**src/sv/swfs_pkg.sv**
```systemverilog
// Package for the stop-and-wait frame stuffer: job and config types, phase enum,
// protocol constants and reset values. No dependencies.
`timescale 1ns / 1ps

package swfs_pkg;

  localparam int QUEUE_DEPTH_DEF = 4;

  localparam logic [7:0] STUFF_XOR = 8'h20;
  localparam logic [7:0] CTRL_SEQ0 = 8'h00;
  localparam logic [7:0] CTRL_SEQ1 = 8'h40;
  localparam logic [7:0] ACK_SEQ0  = 8'h85;
  localparam logic [7:0] ACK_SEQ1  = 8'h05;

  localparam logic [7:0] FLAG_RST = 8'h7E;
  localparam logic [7:0] ESC_RST  = 8'h7D;
  localparam logic [7:0] ADDR_RST = 8'h03;

  // Configuration register indexes
  localparam logic [1:0] REG_FLAG = 2'd0;
  localparam logic [1:0] REG_ESC  = 2'd1;
  localparam logic [1:0] REG_ADDR = 2'd2;

  typedef struct packed {
    logic [7:0] flag;
    logic [7:0] esc;
    logic [7:0] addr;
  } swfs_cfg_t;

  // One classified input item, as queued between front and back
  typedef struct packed {
    logic       is_ack;
    logic       ack_ok;
    logic       first;
    logic       last;
    logic       seq;    // sequence bit seen when the item was accepted
    logic [7:0] data;
    logic [7:0] check;  // running check including this byte
  } swfs_job_t;

  typedef enum logic [2:0] {
    PH_OPEN,
    PH_ADDR,
    PH_CTRL,
    PH_HCS,
    PH_DATA,
    PH_CHECK,
    PH_CLOSE
  } swfs_phase_t;

endpackage

```
**src/sv/stop_and_wait_frame_stuffer.sv**
```systemverilog
// Top level of the stop-and-wait frame stuffer: config registers, front end,
// job queue and back end. Depends on swfs_pkg, swfs_front, swfs_fifo, swfs_back.
// Throughput: one line byte per cycle from the single output register while the
// sink is ready and a job is queued; an item yields 1 to 12 beats, 1 or 2 for a
// mid-frame byte.
// Reset (rst_n low, synchronous): queue empty, sequence bit 1, check 0, registers
// back to flag 0x7E, escape 0x7D, address 0x03.
`timescale 1ns / 1ps

module stop_and_wait_frame_stuffer import swfs_pkg::*; #(
  parameter int QUEUE_DEPTH = QUEUE_DEPTH_DEF
) (
  input  logic        clk,
  input  logic        rst_n,
  input  logic        in_tvalid,
  output logic        in_tready,
  input  logic [15:0] in_tdata,   // [7:0] data_byte, [15:8] response_control
  input  logic        in_tlast,   // last_byte
  input  logic [1:0]  in_tuser,   // [0] action, [1] first_byte
  output logic        out_tvalid,
  input  logic        out_tready,
  output logic [7:0]  out_tdata,  // [7:0] out_byte
  output logic        out_tlast,  // run_end
  output logic [1:0]  out_tuser,  // [0] result_kind, [1] ack_ok
  input  logic        cfg_valid,
  output logic        cfg_ready,
  input  logic [1:0]  cfg_index,
  input  logic [7:0]  cfg_data
);

  swfs_cfg_t cfg_r, cfg_nxt;
  swfs_job_t push_job, pop_job;
  logic      q_push, q_full, q_pop, q_empty;

  assign cfg_ready = 1'b1;

  always_comb begin
    cfg_nxt = cfg_r;
    if (cfg_valid) begin
      case (cfg_index)
        REG_FLAG: cfg_nxt.flag = cfg_data;
        REG_ESC:  cfg_nxt.esc  = cfg_data;
        REG_ADDR: cfg_nxt.addr = cfg_data;
        default:  cfg_nxt      = cfg_r;
      endcase
    end
  end

  always_ff @(posedge clk) begin
    if (!rst_n) begin
      cfg_r.flag <= FLAG_RST;
      cfg_r.esc  <= ESC_RST;
      cfg_r.addr <= ADDR_RST;
    end else begin
      cfg_r <= cfg_nxt;
    end
  end

  swfs_front u_front (
    .clk              (clk),
    .rst_n            (rst_n),
    .in_valid         (in_tvalid),
    .in_ready         (in_tready),
    .action           (in_tuser[0]),
    .data_byte        (in_tdata[7:0]),
    .first_byte       (in_tuser[1]),
    .last_byte        (in_tlast),
    .response_control (in_tdata[15:8]),
    .q_full           (q_full),
    .q_push           (q_push),
    .q_job            (push_job)
  );

  swfs_fifo #(
    .DEPTH (QUEUE_DEPTH)
  ) u_fifo (
    .clk      (clk),
    .rst_n    (rst_n),
    .push     (q_push),
    .push_job (push_job),
    .full     (q_full),
    .pop      (q_pop),
    .pop_job  (pop_job),
    .empty    (q_empty)
  );

  swfs_back u_back (
    .clk        (clk),
    .rst_n      (rst_n),
    .cfg        (cfg_r),
    .job_valid  (!q_empty),
    .job        (pop_job),
    .job_pop    (q_pop),
    .out_tvalid (out_tvalid),
    .out_tready (out_tready),
    .out_tdata  (out_tdata),
    .out_tlast  (out_tlast),
    .out_tuser  (out_tuser)
  );

endmodule

```
**src/sv/swfs_front.sv**
```systemverilog
// Front end: accepts input beats, checks acknowledges, keeps the sequence bit
// and running check, and pushes one job per item. Depends on swfs_pkg.
`timescale 1ns / 1ps

module swfs_front import swfs_pkg::*; (
  input  logic       clk,
  input  logic       rst_n,
  input  logic       in_valid,
  output logic       in_ready,
  input  logic       action,
  input  logic [7:0] data_byte,
  input  logic       first_byte,
  input  logic       last_byte,
  input  logic [7:0] response_control,
  input  logic       q_full,
  output logic       q_push,
  output swfs_job_t  q_job
);

  logic       seq_r, seq_nxt;
  logic [7:0] check_r, check_nxt;
  logic [7:0] expect_ctl;
  logic [7:0] check_new;
  logic       match;

  assign in_ready   = !q_full;
  assign q_push     = in_valid && !q_full;
  assign expect_ctl = seq_r ? ACK_SEQ1 : ACK_SEQ0;
  assign match      = (response_control == expect_ctl);
  assign check_new  = first_byte ? data_byte : (check_r ^ data_byte);

  always_comb begin
    q_job.is_ack = action;
    q_job.ack_ok = action && match;
    q_job.first  = first_byte;
    q_job.last   = last_byte;
    q_job.seq    = seq_r;
    q_job.data   = data_byte;
    q_job.check  = check_new;
  end

  always_comb begin
    seq_nxt   = seq_r;
    check_nxt = check_r;
    if (q_push) begin
      if (action) begin
        if (match) seq_nxt = !seq_r;
      end else begin
        check_nxt = last_byte ? 8'h00 : check_new;
      end
    end
  end

  always_ff @(posedge clk) begin
    if (!rst_n) begin
      seq_r   <= 1'b1;
      check_r <= 8'h00;
    end else begin
      seq_r   <= seq_nxt;
      check_r <= check_nxt;
    end
  end

endmodule

```
**src/sv/swfs_fifo.sv**
```systemverilog
// Small flop-based job queue between front and back.
// Depends on swfs_pkg for the job type.
`timescale 1ns / 1ps

module swfs_fifo import swfs_pkg::*; #(
  parameter int DEPTH = QUEUE_DEPTH_DEF
) (
  input  logic      clk,
  input  logic      rst_n,
  input  logic      push,
  input  swfs_job_t push_job,
  output logic      full,
  input  logic      pop,
  output swfs_job_t pop_job,
  output logic      empty
);

  localparam int PW = $clog2(DEPTH);
  localparam int CW = $clog2(DEPTH + 1);
  localparam logic [PW-1:0] PTR_LAST = PW'(DEPTH - 1);
  localparam logic [CW-1:0] CNT_FULL = CW'(DEPTH);

  swfs_job_t     mem_r [DEPTH];
  logic [PW-1:0] wr_ptr_r, wr_ptr_nxt;
  logic [PW-1:0] rd_ptr_r, rd_ptr_nxt;
  logic [CW-1:0] count_r, count_nxt;
  logic          do_push, do_pop;

  assign full    = (count_r == CNT_FULL);
  assign empty   = (count_r == '0);
  assign do_push = push && !full;
  assign do_pop  = pop && !empty;
  assign pop_job = mem_r[rd_ptr_r];

  always_comb begin
    wr_ptr_nxt = wr_ptr_r;
    rd_ptr_nxt = rd_ptr_r;
    count_nxt  = count_r;
    if (do_push) wr_ptr_nxt = (wr_ptr_r == PTR_LAST) ? '0 : wr_ptr_r + 1'b1;
    if (do_pop)  rd_ptr_nxt = (rd_ptr_r == PTR_LAST) ? '0 : rd_ptr_r + 1'b1;
    if (do_push && !do_pop) count_nxt = count_r + 1'b1;
    else if (do_pop && !do_push) count_nxt = count_r - 1'b1;
  end

  always_ff @(posedge clk) begin
    if (!rst_n) begin
      wr_ptr_r <= '0;
      rd_ptr_r <= '0;
      count_r  <= '0;
    end else begin
      wr_ptr_r <= wr_ptr_nxt;
      rd_ptr_r <= rd_ptr_nxt;
      count_r  <= count_nxt;
    end
  end

  always_ff @(posedge clk) begin
    if (do_push) mem_r[wr_ptr_r] <= push_job;
  end

endmodule

```
**src/sv/swfs_back.sv**
```systemverilog
// Back end: walks each queued job through header, payload and trailer, stuffs
// bytes and drives the registered output channel. Depends on swfs_pkg.
`timescale 1ns / 1ps

module swfs_back import swfs_pkg::*; (
  input  logic       clk,
  input  logic       rst_n,
  input  swfs_cfg_t  cfg,
  input  logic       job_valid,
  input  swfs_job_t  job,
  output logic       job_pop,
  output logic       out_tvalid,
  input  logic       out_tready,
  output logic [7:0] out_tdata,
  output logic       out_tlast,
  output logic [1:0] out_tuser
);

  swfs_phase_t phase_r, phase_nxt, cur_phase, adv_phase;
  logic        busy_r, busy_nxt;
  logic        esc_r, esc_nxt;
  logic        out_valid_r, out_valid_nxt;
  logic [7:0]  out_data_r;
  logic        out_last_r;
  logic [1:0]  out_user_r;
  logic [7:0]  ctrl, raw;
  logic        stuffable, need_esc, esc_first, adv_done, step;
  logic [7:0]  byte_nxt;
  logic        last_nxt;

  assign step      = job_valid && (!out_valid_r || out_tready);
  assign cur_phase = busy_r ? phase_r : (job.first ? PH_OPEN : PH_DATA);
  assign ctrl      = job.seq ? CTRL_SEQ1 : CTRL_SEQ0;
  assign need_esc  = stuffable && ((raw == cfg.flag) || (raw == cfg.esc) || (raw == 8'h00));
  // escape beat goes out first, the XORed byte on the next beat
  assign esc_first = need_esc && !esc_r;

  always_comb begin
    raw       = cfg.flag;
    stuffable = 1'b1;
    adv_phase = PH_OPEN;
    adv_done  = 1'b0;
    case (cur_phase)
      PH_OPEN:  begin raw = cfg.flag;            stuffable = 1'b0; adv_phase = PH_ADDR; end
      PH_ADDR:  begin raw = cfg.addr;            adv_phase = PH_CTRL; end
      PH_CTRL:  begin raw = ctrl;                adv_phase = PH_HCS;  end
      PH_HCS:   begin raw = cfg.addr ^ ctrl;     adv_phase = PH_DATA; end
      PH_DATA:  begin
        raw       = job.data;
        adv_phase = PH_CHECK;
        adv_done  = !job.last;
      end
      PH_CHECK: begin raw = job.check;           adv_phase = PH_CLOSE; end
      PH_CLOSE: begin raw = cfg.flag;            stuffable = 1'b0; adv_done = 1'b1; end
      default:  begin raw = cfg.flag;            stuffable = 1'b0; adv_done = 1'b1; end
    endcase
  end

  // next state
  always_comb begin
    phase_nxt = phase_r;
    busy_nxt  = busy_r;
    esc_nxt   = esc_r;
    job_pop   = 1'b0;
    if (step) begin
      if (job.is_ack) begin
        job_pop  = 1'b1;
        busy_nxt = 1'b0;
        esc_nxt  = 1'b0;
      end else if (esc_first) begin
        esc_nxt   = 1'b1;
        busy_nxt  = 1'b1;
        phase_nxt = cur_phase;
      end else begin
        esc_nxt = 1'b0;
        if (adv_done) begin
          job_pop  = 1'b1;
          busy_nxt = 1'b0;
        end else begin
          busy_nxt  = 1'b1;
          phase_nxt = adv_phase;
        end
      end
    end
  end

  // output beat
  always_comb begin
    if (job.is_ack) begin
      byte_nxt = 8'h00;
      last_nxt = 1'b1;
    end else if (esc_first) begin
      byte_nxt = cfg.esc;
      last_nxt = 1'b0;
    end else begin
      byte_nxt = esc_r ? (raw ^ STUFF_XOR) : raw;
      last_nxt = adv_done;
    end
    out_valid_nxt = step ? 1'b1 : (out_tready ? 1'b0 : out_valid_r);
  end

  always_ff @(posedge clk) begin
    if (!rst_n) begin
      phase_r     <= PH_OPEN;
      busy_r      <= 1'b0;
      esc_r       <= 1'b0;
      out_valid_r <= 1'b0;
    end else begin
      phase_r     <= phase_nxt;
      busy_r      <= busy_nxt;
      esc_r       <= esc_nxt;
      out_valid_r <= out_valid_nxt;
    end
  end

  always_ff @(posedge clk) begin
    if (step) begin
      out_data_r <= byte_nxt;
      out_last_r <= last_nxt;
      out_user_r <= {job.is_ack && job.ack_ok, job.is_ack};
    end
  end

  assign out_tvalid = out_valid_r;
  assign out_tdata  = out_data_r;
  assign out_tlast  = out_last_r;
  assign out_tuser  = out_user_r;

`ifndef SYNTHESIS
  a_esc_in_job: assert property (@(posedge clk) disable iff (!rst_n)
    esc_r |-> busy_r)
    else $error("escape pending outside a job");

  a_pop_marks_last: assert property (@(posedge clk) disable iff (!rst_n)
    job_pop |=> (out_tvalid && out_tlast))
    else $error("job retired without a closing beat");

  a_verdict_beat: assert property (@(posedge clk) disable iff (!rst_n)
    (out_tvalid && out_tuser[0]) |-> (out_tlast && (out_tdata == 8'h00)))
    else $error("malformed acknowledge verdict");
`endif

endmodule

```
**config.mk**
```make
export PLATFORM = sky130hd
export DESIGN_NAME = stop_and_wait_frame_stuffer
export DESIGN_NICKNAME = d
export VERILOG_FILES = /design/src/sv/swfs_pkg.sv /design/src/sv/stop_and_wait_frame_stuffer.sv /design/src/sv/swfs_front.sv /design/src/sv/swfs_fifo.sv /design/src/sv/swfs_back.sv
export SDC_FILE = /design/constraint.sdc
export NUM_CORES = 1
export LEC_CHECK = 0
export ABC_AREA = 1
export BUFFER_PORTS_ARGS = -buffer_cell sky130_fd_sc_hd__buf_2
export CORE_MARGIN = 3
export CORE_UTILIZATION = 45
export CTS_BUF_LIST = sky130_fd_sc_hd__clkbuf_16
export CTS_CLUSTER_DIAMETER = 40
export DETAILED_ROUTE_END_ITERATION = 10
export PLACE_DENSITY_LB_ADDON = 0.3
export SLEW_MARGIN = 20
export SYNTH_ARGS = -nofsm -noshare
export SYNTH_HDL_FRONTEND = slang
export SYNTH_SLANG_ARGS = --single-unit
```
**constraint.sdc**
```tcl
create_clock -name clk -period 4.1 [get_ports clk]
set_input_delay 0.41 -clock clk [delete_from_list [all_inputs] [get_ports clk]]
set_output_delay 0.41 -clock clk [all_outputs]
set_load 0.05 [all_outputs]
```
Word-level counts from Yosys, hierarchy flattened
Memories as Yosys holds them, arrays and structs flattened. A register that Yosys moved wholly into a read port is not among the register bits.
Cells that the tools add are included.
Widths: inputs -> output; s select.
{ "op_classes": {"mux": 34, "add_sub_neg": 4, "n_bitwise": 5, "eq_ne": 14, "reduce_logical": 35} }
{ "ops": {"columns": ["operator", "n"], "rows": [
  ["$pmux 8 s5", 1],
  ["$mux 8", 4],
  ["$eq 8x8->1", 3],
  ["$mux 3", 6],
  ["$pmux 3 s6", 1],
  ["$xor 8x8->8", 2],
  ["$mux 1", 15],
  ["$logic_and 1x1->1", 10],
  ["$reduce_or 5->1", 2],
  ["$eq 3x3->1 const B", 3],
  ["$logic_not 1->1", 8],
  ["$logic_not 8->1", 1],
  ["$mux 2", 4],
  ["$reduce_and 2->1", 4],
  ["$mux 7", 1],
  ["$eq 2x2->1 const B", 3],
  ["$eq 3x2->1 const B", 2],
  ["$logic_not 3->1", 2],
  ["$mux 6", 1],
  ["$reduce_and 3->1", 2],
  ["$add 2x1->2 const B", 2],
  ["$reduce_bool 2->1", 2],
  ["$add 3x1->3 const B", 1],
  ["$eq 3x1->1 const B", 1],
  ["7 further kinds", 11]
]} }
{ "word_totals": {"mem_count": 1, "wordCells": 108, "ram_bits": 84, "regBits": 57, "output_inout_bits": 14} }
{ "mem_list": {"columns": ["name", "words", "width", "rd", "rd_clocked_by_memory_dff", "wr", "line_no", "text"], "rows": [
  ["u_fifo.mem_r", 4, 21, 1, 1, 1, "swfs_fifo.sv:23", "swfs_job_t mem_r [DEPTH];"]
]} }

Depth between registers and ports, before layout
Gate-level depths: netlist (run 1).
{ "depth": {"depth_word": 16, "ltp_mapped": 29, "ltp_nobuf": 27} }

Modules after synthesis
From an unflattened synthesis (run 1), not the netlist that was laid out.
{ "hier_totals": {"hier_cells": 791, "area_unflattened_um2": 7046.8} }
{ "by_module_without_submodules": {"columns": ["mod", "seq_area_each_um2", "area_per_inst_um2", "cells_per_inst", "n_inst"], "rows": [
  ["swfs_fifo", 2702.6, 3683.5, 276, 1],
  ["swfs_back", 450.4, 1650.3, 260, 1],
  ["stop_and_wait_frame_stuffer", 480.5, 1001.0, 132, 1],
  ["swfs_front", 180.2, 711.9, 123, 1]
]} }

Worst setup path before layout (run 1)
OpenSTA, ideal clock, no wires.
{ "synth_path": {"kind": "flip-flop to flip-flop", "startpoint": "register u_back.busy_r", "endpoint": "register u_fifo.count_r[2]", "path_stages_with_launch": 27, "arrival_time_ns": 2.773, "synth_period_minus_slack_ns": 2.895, "slack_ns": 1.205, "required_ns": 3.978, "cell_sequence": "dfxtp_1 > buf_6 > nand2_2 > inv_2 > nand2_4 > inv_2 > nor2_4 > nand2_4 > buf_6 > nand3_1 > nand2_1 > inv_1 > nand2_1 > nor2_1 > nand3_2 > nand3_2 > nand2_2 > nand2_2 > nand2_2 > nand2_1 > ha_1 > inv_1 > fa_1 > a21oi_1 > o21ai_0 > o21ai_0 > a21oi_1"} }
{ "synth_via": {"elab_chain_len": 15, "elab_cells_between_ends": 29, "classes_between": "7 x eq/ne; 9 x mux; 13 x reduce/logical"} }
{ "synth_rtl": {"columns": ["element", "line_no", "text"], "rows": [
  ["from (decl)", "swfs_back.sv:20", "logic busy_r, busy_nxt;"],
  ["from (signal assigned)", "swfs_back.sv:110", "busy_r <= busy_nxt;"],
  ["$mux 3 *", "swfs_back.sv:32", "assign cur_phase = busy_r ? phase_r : (job.first ? PH_OPEN : PH_DATA);"],
  ["$eq 3x3->1 (tied with other cells)", "swfs_back.sv:43", "case (cur_phase)"],
  ["$pmux 8 s5", "swfs_back.sv:43", null],
  ["$eq 8x8->1", "swfs_back.sv:34", "assign need_esc = stuffable && ((raw == cfg.flag) || (raw == cfg.esc) || (raw == 8'h00));"],
  ["$logic_or 1x1->1 (2 in a row)", "swfs_back.sv:34", null],
  ["$logic_and 1x1->1", "swfs_back.sv:34", null],
  ["$logic_and 1x1->1", "swfs_back.sv:36", "assign esc_first = need_esc && !esc_r;"],
  ["$mux 1 *", "swfs_back.sv:70", "end else if (esc_first) begin"],
  ["$mux 1 *", "swfs_back.sv:66", "if (job.is_ack) begin"],
  ["$mux 1 *", "swfs_back.sv:65", "if (step) begin"],
  ["$logic_and 1x1->1 *", "swfs_fifo.sv:32", "assign do_pop = pop && !empty;"],
  ["$logic_not 1->1", "swfs_fifo.sv:41", "if (do_push && !do_pop) count_nxt = count_r + 1'b1;"],
  ["$logic_and 1x1->1", "swfs_fifo.sv:41", null],
  ["$mux 3 or $reduce_bool 2->1 (tied branches)", null, null],
  ["to (signal assigned)", "swfs_fifo.sv:53", "count_r <= count_nxt;"],
  ["to (decl)", "swfs_fifo.sv:26", "logic [CW-1:0] count_r, count_nxt;"]
]} }
Every way passes the cells marked *; elsewhere a longest branch is shown, timed or not.
A chain may end at the register's enable or synchronous reset.

==> results summary, run 1 <==
The worst setup path is of the flip-flop to flip-flop kind. Summing all non-filler instances in the final layout gives an area of 7600 sq um. The leakage power total came out at 3.18 nW. Yosys mapped the design onto 38 distinct sky130hd cell types. The synthesized design contains 95 enable-type register cells.

The post-synthesis sequential area ratio is a little under three fifths. The site row count came out at 43. The number of global-route vias before repair is slightly below 5k. The core box area is between 10,000 and 15,000 sq um.

The post-CTS setup-driven buffer insertion count came out at 0. Entering global routing, the biggest net connects 42 pins. After clock tree synthesis, the clock-pin slew on the worst setup and hold paths is 0.06 ns.

The peak supply drop is ~0.37 mV. The number of fill cells in the layout came out at 1,314. The cell area reported after detailed placement is around 7000 sq um. Summing over every cut layer, the via total after detailed routing is roughly 5.1k. The routability congestion estimate from global placement came out at around 0.9. The setup total negative slack is 0 ns. The maximum fanout encountered on the critical timing path is 41. The element type at the critical path end is a flip-flop. For this run, the detailed router's first-pass iteration total came to 5. The total detailed-routing wirelength came out at between 15,000 and 20,000 microns. The iteration-0 DRC count of the detailed router came out at 388. The number of hold buffers added after cts is 0. The total congestion overflow is 0. The global-route wire length before repair came out at 24,600 microns. The fraction of post-synthesis cell area in the top cell type by area came out at a little over two fifths. The DRC violation count after routing is 0. Of the cells placed in the final design, the portion with a size suffix greater than 1 is between 15 and 20%. The core utilization of the finished layout is 53.5%.

The number of H-tree branching levels came out at 4. The global-route usage over all layers is 19.2%. The top-level port count is 48. The post-synth design cell area is 6690 sq um. The hold violation total from the final report came out at 0.

The placed cell count came out at roughly 940. The number of nets handed over by synthesis was 767. The width of the chip came out at ~130 microns. The share of synthesized registers carrying an async set or reset came out at 0%. The number of max-capacitance violations reported is 0. Dividing the detail-routed via count by the number of cells gives 5.22.

The later pin in the worst-skew pair is clocked with a latency of 0.43 ns. Once layout is complete, the cells apart from fillers number 967. The area enclosed by the die boundary came out at 16,400 sq um.

The number of synthesized register bits came out at 143. The post-synthesis to final-layout area growth came out at 13.7%. Ranked by total cell area, the synthesized netlist is headed by sky130_fd_sc_hd__edfxtp_1, sky130_fd_sc_hd__dfxtp_1, sky130_fd_sc_hd__nand2_1. The run finished with clean final reports. STA classifies the critical path startpoint as a flip-flop.

The number of antenna-violating nets in the routed design came out at 0. The main flop type after synthesis is sky130_fd_sc_hd__edfxtp_1. The required time of the critical path came out at 4.42 ns. The routed wire length per instance is 15.6 microns.

The slew at the pin closest to its max-slew limit is 0.803 ns. The worst relative slew slack came out at 46.2%. The height of the chip came out at 128 microns. The maximum clock skew at final layout came out at 0.0121 ns. The final layout contains 815 nets.

In the final layout, the multi-input gates occupy between 2000 and 2500 sq um. Data arrives at the worst endpoint at 3.98 ns. The cell count after synthesis came out at 726. The total power per unit cell area is 789 nW/um^2. In the synthesized netlist, the cells that appear most often are sky130_fd_sc_hd__nand2_1, sky130_fd_sc_hd__edfxtp_1, sky130_fd_sc_hd__nor2_1. The number of antenna violations at the first check in global routing is 0. The maximum clock frequency came out at between 200 and 300 MHz. The dominant cell by count in the synthesized netlist is sky130_fd_sc_hd__nand2_1.

The number of antenna repair diodes came out at 0. The class of the most critical hold timing path is input port to flip-flop. The number of warnings reported in the yosys synthesis log is 0.

The number of I/O port buffers is 46. CTS saw 143 sinks. The final critical path takes up around 89% of the cycle. Setup repair after global routing left no endpoint under its margin.

The worst hold margin is 0.215 ns. The synthesized design spends more area on one cell type than any other, namely sky130_fd_sc_hd__edfxtp_1. TritonCTS built the clock tree. Registers take 3810 sq um. The number of buffers inserted during clock tree synthesis came out at 17. The total of endpoints with negative setup slack in the final report is 0.

The number of pins with negative max-slew slack in the final report is 0. The wire-length estimate of the detail-placed layout is slightly above 10,000 microns. The initial core utilization came out at a little under half. The synthesized area per cell came out at a little over 9 sq um.

Counting I/O delays and the setup requirement, the final critical path takes ~3.7 ns. In this run the clock root is driven by a sky130_fd_sc_hd__clkbuf_16. The maximum buffer depth of the clock tree is 2.
## area by class of cell
type | count | share of cell area [%]
Clock inverter | 15 | 1.78
Sequential cell | 143 | 50.2
Clock buffer | 17 | 5.59
Timing Repair Buffer | 57 | 4.11
Multi-Input combinational cell | 473 | 31.3
Tap cell | 180 | 2.96
Inverter | 82 | 4.11
## flip-flops by register name, summed over array words and instances, names as in the netlist, named ones only
signal / count
cfg_r: 24
u_back.busy_r: 1
u_back.esc_r: 1
u_back.out_tdata: 8
u_back.out_tlast: 1
u_back.out_tuser: 2
u_back.out_tvalid: 1
u_back.phase_r: 3
u_fifo.count_r: 3
u_fifo.mem_r: 84
u_fifo.rd_ptr_r: 2
u_fifo.wr_ptr_r: 2
u_front.check_r: 8
u_front.seq_r: 1
## layer usage
metal,wire (microns),track usage (%)
met3,775,4.75
met4,232,6.74
met2,7220,31.5
met1,6900,24.9
met5,0,0
## cells by family (layout without fill, tap and decap cells)
family          count (synthesis)  count (layout)  synth area share (%)
other cells                     1               1                0.0561
compound gates                124             124                  10.1
flops                         143             143                  57.0
xor+xnor                       11              11                  1.44
simple gates                  330             330                  22.3
buf+inv                       110             171                  7.71
fa+ha+maj                       7               7                  1.42
## per-stage QoR
step	setup WS, ns	total power, mW
after floorplan	1.20	4.01
after global placement	0.416	4.47
after detailed placement	0.261	4.53
after CTS	0.243	6.01
after global routing	0.0428	6.41
final	0.431	6.00
## report_power, final
group	internal, mW	total [mW]	switching [mW]	leakage [nW]
sequential	1.82	1.93	0.112	1.26
clock	0.881	1.47	0.592	0.277
combinational	0.758	2.60	1.84	1.64
## critical path, stage by stage, from the launching register on
cell and delay, ns:
sky130_fd_sc_hd__dfxtp_2 0.38, sky130_fd_sc_hd__inv_6 0.25, sky130_fd_sc_hd__nand2_1 0.09, sky130_fd_sc_hd__nand3_1 0.07, sky130_fd_sc_hd__nand2_1 0.06, sky130_fd_sc_hd__nand2_2 0.19, sky130_fd_sc_hd__nand3_2 0.25, sky130_fd_sc_hd__nand2_4 0.24
sky130_fd_sc_hd__nor2_2 0.07, sky130_fd_sc_hd__nor2_4 0.14, sky130_fd_sc_hd__nand2_1 0.07, sky130_fd_sc_hd__nand2_1 0.06, sky130_fd_sc_hd__nand2_1 0.05, sky130_fd_sc_hd__nor2_1 0.12, sky130_fd_sc_hd__nand2_1 0.09, sky130_fd_sc_hd__nand3_2 0.07
sky130_fd_sc_hd__nand2_2 0.06, sky130_fd_sc_hd__nand2_2 0.08, sky130_fd_sc_hd__nand2_2 0.09, sky130_fd_sc_hd__nand2_1 0.09, sky130_fd_sc_hd__ha_1 0.14, sky130_fd_sc_hd__inv_1 0.07, sky130_fd_sc_hd__fa_1 0.38, sky130_fd_sc_hd__a21oi_1 0.14
sky130_fd_sc_hd__o21ai_0 0.10, sky130_fd_sc_hd__o21ai_0 0.16, sky130_fd_sc_hd__a21oi_1 0.06
## path summary, 6_finish.rpt
kind	depth (start not counted)	from	endpoint	slack (ns)
worst max-delay path	26	flip-flop	u_fifo.count_r[2]	0.43
worst max register to register	26	flip-flop	u_fifo.count_r[2]	0.43
worst min register to register	2	cfg_r[2]	cfg_r[2]	0.46
worst min-delay path	1	in_tdata[3]	u_fifo.mem_r[3][11]	0.21
## placed cells by master (no fill, tap or decap), types with 8 or more instances in the layout
cell type                   netlist  layout
sky130_fd_sc_hd__o21ai_0         34      34
sky130_fd_sc_hd__a21oi_1         40      40
sky130_fd_sc_hd__clkbuf_16        0      17
sky130_fd_sc_hd__o211ai_1        13      13
sky130_fd_sc_hd__nand3_2         10      10
sky130_fd_sc_hd__buf_2            6      46
sky130_fd_sc_hd__dfxtp_1         48      47
sky130_fd_sc_hd__xnor2_1          9       9
sky130_fd_sc_hd__nand2_1        160     159
sky130_fd_sc_hd__nand3_1         43      43
sky130_fd_sc_hd__o21ai_1         28      28
sky130_fd_sc_hd__nand4_1         16      16
sky130_fd_sc_hd__buf_4            2      11
sky130_fd_sc_hd__edfxtp_1        95      95
sky130_fd_sc_hd__nand2_2          8       9
sky130_fd_sc_hd__nor2_1          76      72
sky130_fd_sc_hd__nor2_2           4       8
sky130_fd_sc_hd__inv_1           75      79
## timing repair
| item | CTS | global route |
|---|---|---|
| resized for setup | 0 | 2 |
| hold endpoints to repair | 0 | 0 |
| setup endpoints to repair | 0 | 1 |
(Power assumes the default switching activity.)
==> run 2, diff against run 1 <==
--- a/config.mk
+++ b/config.mk
@@ -5,7 +5,6 @@
 export SDC_FILE = /design/constraint.sdc
 export NUM_CORES = 1
 export LEC_CHECK = 0
-export ABC_AREA = 1
 export BUFFER_PORTS_ARGS = -buffer_cell sky130_fd_sc_hd__buf_2
 export CORE_MARGIN = 3
 export CORE_UTILIZATION = 45
==> results summary, run 2 <==
The worst setup path is launched from a flip-flop. More flip-flops sit in one register than any other, and that register is u_fifo.mem_r. The time the worst path needs with I/O delays and setup is 3.85 ns. The synthesized area per cell is roughly 13 sq um. The analysis attributes to cell leakage a power of 2.83 nW. The peak supply drop is 0.339 mV. Setup repair after global routing left no endpoint under its margin. The post-synth design cell area is 6500 sq um. In this run, synthesis inferred 95 flip-flops with an integrated enable. The largest net degree at the start of global routing is 51. The library cell used most frequently in the layout, excluding fill and tap cells, is sky130_fd_sc_hd__edfxtp_1. The number of pins with negative max-slew slack in the final report is 0.

48 I/O pins were placed. The global-route usage over all layers is 17.1%. Clock skew on the completed layout was measured at 0.0251 ns. The site row count is between 40 and 50. The initial core utilization came out at around 46%.

The cell taking the most area after synthesis is sky130_fd_sc_hd__edfxtp_1. The iteration-0 DRC count of the detailed router came out at 376. The global-route wire length before repair came out at 21,500 microns. The total detailed-routing wirelength is 13,000 microns. The routability congestion estimate from global placement is 0.935. The main flop type after synthesis is sky130_fd_sc_hd__edfxtp_1.

Counting every net in the synthesized netlist gives around 560. The flip-flop count of the largest register after layout is 84. The number of antenna-violating nets in the routed design is 0. The final route contains 4,147 vias. At the worst endpoint, the required time is 4.44 ns.

The post-synthesis sequential area ratio came out at 58.7%. The routed wire length per instance is 17.1 microns. The start-to-end type of the worst setup path is flip-flop to flip-flop. The maximum buffer depth of the clock tree came out at 2. The count of different cell masters after synthesis came out at 65. The root cell of the clock tree is sky130_fd_sc_hd__clkbuf_16. The number of fill cells in the layout came out at 1,139.

The HPWL after detailed placement is 9050 microns. Setup violations remaining at the end of the flow were counted as 0. In this run the standard cell core region covers 14,000 sq um. The most common cell in the synthesized netlist is sky130_fd_sc_hd__edfxtp_1.

The number of synthesized register bits came out at 143. The clock sink count is 143. Cells fill 53.9% of the core in the end. After synthesis, the cell types taking the most area are sky130_fd_sc_hd__edfxtp_1, sky130_fd_sc_hd__dfxtp_1, sky130_fd_sc_hd__mux4_2. The cell count after synthesis is 514. The number of antenna violations at the first check in global routing is 0. In this run the worst hold path is classified as input port to flip-flop. The CTS clock-pin slew for the worst setup and hold paths came out at 0.06 ns. The floorplan step set the die height to 126 microns. The worst relative slew slack came out at around 30%.

The area enclosed by the die boundary is between 15,000 and 20,000 sq um. Ranked by instance count, the synthesized netlist is headed by sky130_fd_sc_hd__edfxtp_1, sky130_fd_sc_hd__nand2_1, sky130_fd_sc_hd__dfxtp_1. The number of I/O port buffers came out at 46. The post-synthesis to final-layout area growth came out at 16.1%. The part of the cycle the worst path needs is 93.9%. The cell area reported after detailed placement came out at between 6000 and 7000 sq um. The element type at the critical path end is a flip-flop.

The number of global-route vias before repair came to between 4k and 5k. The fraction of final layout cells sized beyond drive strength 1 came out at roughly 23%. Counting tap cells, the placed design contains a total of 727 instances. Static timing analysis puts the maximum clock frequency at roughly 260 MHz. Leaving out filler cells and counting taps, the final layout contains 758. The maximum fanout encountered on the critical timing path came out at 8. The number of vias per cell is 5.47. In the final layout, the registers with the most flip-flops are u_fifo.mem_r: 84 flops, cfg_r: 24 flops. The total congestion overflow came out at 0. The width of the chip is 126 microns. The final layout net count is between 600 and 700. The number of buffers inserted during clock tree synthesis came out at 17. The clock reaches the later pin of the worst-skew pair after 0.43 ns. The number of antenna repair diodes is 0.

The run finished with clean final reports. The DRC violation count after routing came out at 0. STA puts the critical path data arrival time at 4.19 ns. TritonCTS built the clock tree. For this run, the number of Yosys warnings is 0. Max-cap violations in this run came to 0. For this run, the detailed router's first-pass iteration total came to 6. Counting flops with an async set or reset pin after synthesis yields a share of 0%. The hold violation total from the final report is 0. The top cell types in the final layout, fill and taps aside, are sky130_fd_sc_hd__edfxtp_1, sky130_fd_sc_hd__nand2_1, sky130_fd_sc_hd__buf_2. The final standard cell area without fillers came out at 7550 sq um. The slew at the pin closest to its max-slew limit is ~1.1 ns. The total power per unit cell area is 639 nW/um^2. The fraction of post-synthesis cell area in the top cell type by area came out at 43.9%. The number of H-tree branching levels came out at 4.
[run 2: changes by cell type in the layout (fill, tap and decap cells not counted), moves of 16 or more]
cell,previous run,this run
sky130_fd_sc_hd__nor2_1,72,17
sky130_fd_sc_hd__o21ai_1,28,1
sky130_fd_sc_hd__mux4_2,0,20
sky130_fd_sc_hd__inv_1,79,8
sky130_fd_sc_hd__nand3_1,43,20
sky130_fd_sc_hd__mux2i_1,0,16
sky130_fd_sc_hd__nand2_1,159,65
sky130_fd_sc_hd__nand2b_1,0,19
sky130_fd_sc_hd__o21ai_0,34,17
sky130_fd_sc_hd__a21oi_1,40,12
[run 2: what timing repair did]
| action | CTS | global route |
|---|---|---|
| hold buffers | 0 | 0 |
| setup buffers | 0 | 0 |
| pin swaps | 0 | 6 |
| endpoints found under the setup margin | 1 | 1 |
| cloned | 0 | 0 |
| resized for setup | 1 | 9 |
[run 2: cell type report]
class,instances,area (sq um),share of cell area (%)
flip-flops and latches,143,3820,50.6
multi-input cells,336,2520,33.4
clock buffers,17,425,5.64
repair buffers,60,348,4.61
well taps,180,225,2.98
clock inverters,14,175,2.32
inverters,8,30.0,0.398
[run 2: power by group]
part           total (mW)  leakage [nW]  switching, mW  internal (mW)
Clock                1.57         0.296          0.569           1.00
Sequential           1.87          1.27          0.108           1.76
Combinational        1.38          1.27          0.862          0.522
[run 2: cell families after synthesis]
kind of cell	count (synthesis)	synth area share, %
simple gates	181	14.2
flops	143	58.7
compound gates	86	9.80
mux	36	9.39
buf+inv	35	3.06
xor+xnor	25	3.37
fa+ha+maj	7	1.46
other cells	1	0.0577
[run 2: worst paths after layout]
kind                startpoint                  end  slack, ns  cells past startpoint
max                  flip-flop    u_fifo.count_r[2]       0.25                     16
min reg2reg  u_back.out_tvalid    u_back.out_tvalid       0.50                      2
min                in_tdata[2]  u_fifo.mem_r[3][10]       0.22                      1
max reg2reg          flip-flop    u_fifo.count_r[2]       0.25                     16
[run 2: critical path: stages (launching register included)]
cell and delay [ns]:
sky130_fd_sc_hd__dfxtp_4 0.42, sky130_fd_sc_hd__buf_12 0.15, sky130_fd_sc_hd__mux4_2 0.54, sky130_fd_sc_hd__a221oi_2 0.26, sky130_fd_sc_hd__a211oi_1 0.13, sky130_fd_sc_hd__a2111oi_2 0.34
sky130_fd_sc_hd__nand4_1 0.15, sky130_fd_sc_hd__o2bb2ai_2 0.17, sky130_fd_sc_hd__a41oi_2 0.07, sky130_fd_sc_hd__a21o_1 0.25, sky130_fd_sc_hd__nand2_1 0.08, sky130_fd_sc_hd__ha_2 0.18
sky130_fd_sc_hd__inv_1 0.05, sky130_fd_sc_hd__fa_1 0.38, sky130_fd_sc_hd__xor2_1 0.18, sky130_fd_sc_hd__or3_1 0.30, sky130_fd_sc_hd__a21boi_1 0.14
[run 2: metal layers]
layer | track usage, % | up-vias | share of wire [%]
met4 | 6.44 | 0 | 1.5
met1 | 22.8 | 2016 | 46
met2 | 27.0 | 102 | 48
met5 | 0 | - | 0
li1 | - | 2009 | -
met3 | 4.75 | 20 | 5.2
[run 2: metrics by stage]
step	hold slack [ns]	worst slack (ns)	total power [mW]	TNS, ns
floorplan	0.444	0.381	2.93	0
global placement	0.477	0.0639	3.24	0
detailed placement	0.492	-0.0479	3.26	-0.0479
CTS	0.215	0.0848	4.83	0
global route	0.222	0.0184	5.05	0
finish	0.220	0.248	4.82	0
==> run 3, diff against run 2 <==
--- a/config.mk
+++ b/config.mk
@@ -10,7 +10,9 @@
 export CORE_UTILIZATION = 45
 export CTS_BUF_LIST = sky130_fd_sc_hd__clkbuf_16
 export CTS_CLUSTER_DIAMETER = 40
+export CTS_CLUSTER_SIZE = 16
 export DETAILED_ROUTE_END_ITERATION = 10
+export HOLD_SLACK_MARGIN = 0.15
 export PLACE_DENSITY_LB_ADDON = 0.3
 export SLEW_MARGIN = 20
 export SYNTH_ARGS = -nofsm -noshare
==> constraint.sdc (replaced) <==
create_clock -name clk -period 4.1 [get_ports clk]
set_input_delay 0.205 -clock clk [delete_from_list [all_inputs] [get_ports clk]]
set_output_delay 0.205 -clock clk [all_outputs]
set_load 0.05 [all_outputs]
==> results summary, run 3 (same netlist as run 2, synthesis figures left out) <==
The launch instance of the worst min-delay path is in_tlast. The number of vias per cell came out at ~5.4. The area enclosed by the die boundary is roughly 16,000 sq um.

The combinational cell fraction of total power came out at around 29%. The setup path with the least slack is of type flip-flop to flip-flop. The most common library cell in the layout ignoring fill and taps is sky130_fd_sc_hd__edfxtp_1.

The peak supply drop is 0.337 mV. The number of max-capacitance violations reported came out at 0. The CTS clock-pin slew for the worst setup and hold paths came out at around 0.060 ns. The worst hold path stage count came out at 1. The clock sink count is 143. The number of global-route vias before repair was 4,252.

The endpoint identified for the worst register-to-register timing path is u_fifo.count_r[2]. The region available for standard cell placement spans 14,000 sq um. The fraction of final layout cells sized beyond drive strength 1 came out at 21.9%. The number of H-tree branching levels is 4. The critical path goes through buf_12 -> mux4_2 -> a221oi_2 -> a211oi_1 -> a2111oi_2 -> nand4_1 -> o2bb2ai_2 -> a41oi_2 -> a21o_1 -> nand2_1 -> ha_2 -> inv_1 -> fa_1 -> xor2_1 -> or3_1 -> a21boi_1. Entering global routing, the biggest net connects 51 pins. Global routing used roughly 17% of the available tracks across all layers.

The width of the chip is ~130 microns. Headroom to the max-slew limit came out at 30.0%. TritonCTS built the clock tree. The maximum clock frequency is between 200 and 300 MHz. For this run, design rule violations remaining after detail routing come to 0. Summed over all nets, the half-perimeter wirelength after detailed placement is 9050 microns.

The total buffers and inverters traversed by the critical path came out at 2. The part of the cycle the worst path needs is between 90% and 100%. The core utilization of the finished layout came out at 55.3%. The number of antenna violations at the first check in global routing is 0. Of all nets on the critical path, the largest fanout is 8. The total congestion overflow is 0. The flip-flop count of the largest register after layout came out at 84.

The worst path arrival time came out at about 4.2 ns. The routed wire length per instance is 16.8 microns. Subtracting the final worst setup slack from the clock period gives just under 4 ns. Across the routed clock network, the largest skew measured is 0.0224 ns. STA classifies the critical path startpoint as a flip-flop. The first detailed-routing pass took 5 iterations. The finished cells cover about 7700 sq um.

The cell-internal power is roughly 3.3 mW. The critical-path cell with the highest stage delay is sky130_fd_sc_hd__mux4_2. Once the floorplan was initialized, standard cells occupied a little under half of the core. The height of the chip is ~130 microns. The slew at the pin closest to its max-slew limit came out at about 1.0 ns. The site row count is 43. The total of endpoints with negative setup slack in the final report came out at 0. The post-CTS setup-driven buffer insertion count is 0. For the worst setup path, the data required time is 4.44 ns. The routability congestion estimate from global placement is 0.935. The non-filler instance count after layout came out at between 700 and 800. The worst hold path terminates at u_fifo.mem_r[2][17]. The net switching power of the design came out at ~1.5 mW. The hold violation total from the final report is 0. The total power per unit cell area came out at 625 nW/um^2. The tree is rooted in a sky130_fd_sc_hd__clkbuf_16. The latest clock arrival within the worst-skew pair came out at 0.43 ns. The sequential share of power is 38.6%. The placed instances occupy a cell area of 6910 sq um. For this design the static power due to leakage is 2.91 nW. The clock network burns 32.5% of the power. The final layout net count is roughly 630. Once detail routing completed, the nets flagged for antenna violations numbered 0. The worst register-to-register path has a setup slack of roughly 0.25 ns.

In this run the deepest clock path goes through 2 buffers. In this run the worst hold path is classified as input port to flip-flop. The worst setup path is captured at a flip-flop.

The number of antenna repair diodes came out at 0. The first routing iteration left 335 violations. The final layout contains routed wiring with a total length of 13,100 microns. The setup total negative slack is 0 ns. The count of buffers added on input and output ports is 46. The depth of the most critical reg-to-reg path is 16. Buffers inserted during clock tree synthesis total 17. The largest registers in the layout are u_fifo.mem_r: 84 flops, cfg_r: 24 flops.

The area growth from synthesis to layout is 19.0%. Across all layers, the routed design uses 4,195 vias. The first global-routing pass estimated 21,700 microns of wire. The number of pins with negative max-slew slack in the final report is 0.

The cell family contributing the most delay on the critical path is compound AO/OA/AOI/OAI gates. Pin placement for this block handled 48 I/O pins. Setup repair after global routing left no endpoint under its margin. In the layout the commonest cells are sky130_fd_sc_hd__edfxtp_1, sky130_fd_sc_hd__nand2_1, sky130_fd_sc_hd__buf_2. Of the total power, the share spent switching nets is 31.9%. The largest stage delay on the critical path is roughly 0.54 ns.

u_fifo.mem_r holds more flip-flops than any other register. The placed cell count is between 700 and 800. The flow ran to the end, and the final reports show no timing, DRC or antenna violations.
-- run 3: per-layer routing --
metal  GRT usage [%]  vias up  wire length (microns)
met5               0        -                      0
met2            27.3      111                   6220
li1                -     2048                      -
met1            23.1     2016                   6000
met4            6.44        0                    179
met3            4.45       20                    660
-- run 3: how the worst max path moves through the flow --
stage	start	endpoint	slack [ns]	cells past startpoint
finish	flip-flop	u_fifo.count_r[2]	0.25	16
floorplan	flip-flop	u_fifo.count_r[2]	0.38	18
global route	flip-flop	u_fifo.count_r[2]	0.02	16
global placement	flip-flop	u_fifo.count_r[2]	0.06	16
CTS	flip-flop	u_fifo.count_r[2]	0.08	16
detailed placement	flip-flop	u_fifo.count_r[2]	-0.05	16
-- run 3: metrics by stage --
step	setup slack, ns	total power, mW	hold slack [ns]
floorplan	0.381	2.93	0.304
global placement	0.0639	3.24	0.451
detailed placement	-0.0479	3.26	0.449
CTS	0.0848	4.85	0.151
global route	0.0184	5.07	0.153
finish	0.254	4.84	0.162
-- run 3: final cells by class --
class | instances | area [sq um]
fill | 1124 | 6250
sequential | 143 | 3820
multi-input combinational | 336 | 2520
timing repair buffer | 79 | 538
clock buffer | 17 | 425
tap | 180 | 225
clock inverter | 14 | 175
inverter | 8 | 30.0
-- run 3: power groups by stage --
stage          Clock, mW  Sequential (mW)  Combinational (mW)
2_1_floorplan          0             2.06               0.871
3_3_place_gp           0             1.89                1.35
3_5_place_dp           0             1.89                1.37
4_1_cts             1.59             1.87                1.39
5_1_grt             1.65             1.89                1.53
6_report            1.57             1.87                1.40
-- run 3: timing repair --
action | 4_1_cts | 5_1_grt
hold buffers | 19 | 0
setup endpoints to repair | 1 | 1
gates resized for setup | 1 | 9
hold endpoints to repair | 65 | 0
pin swaps | 0 | 6
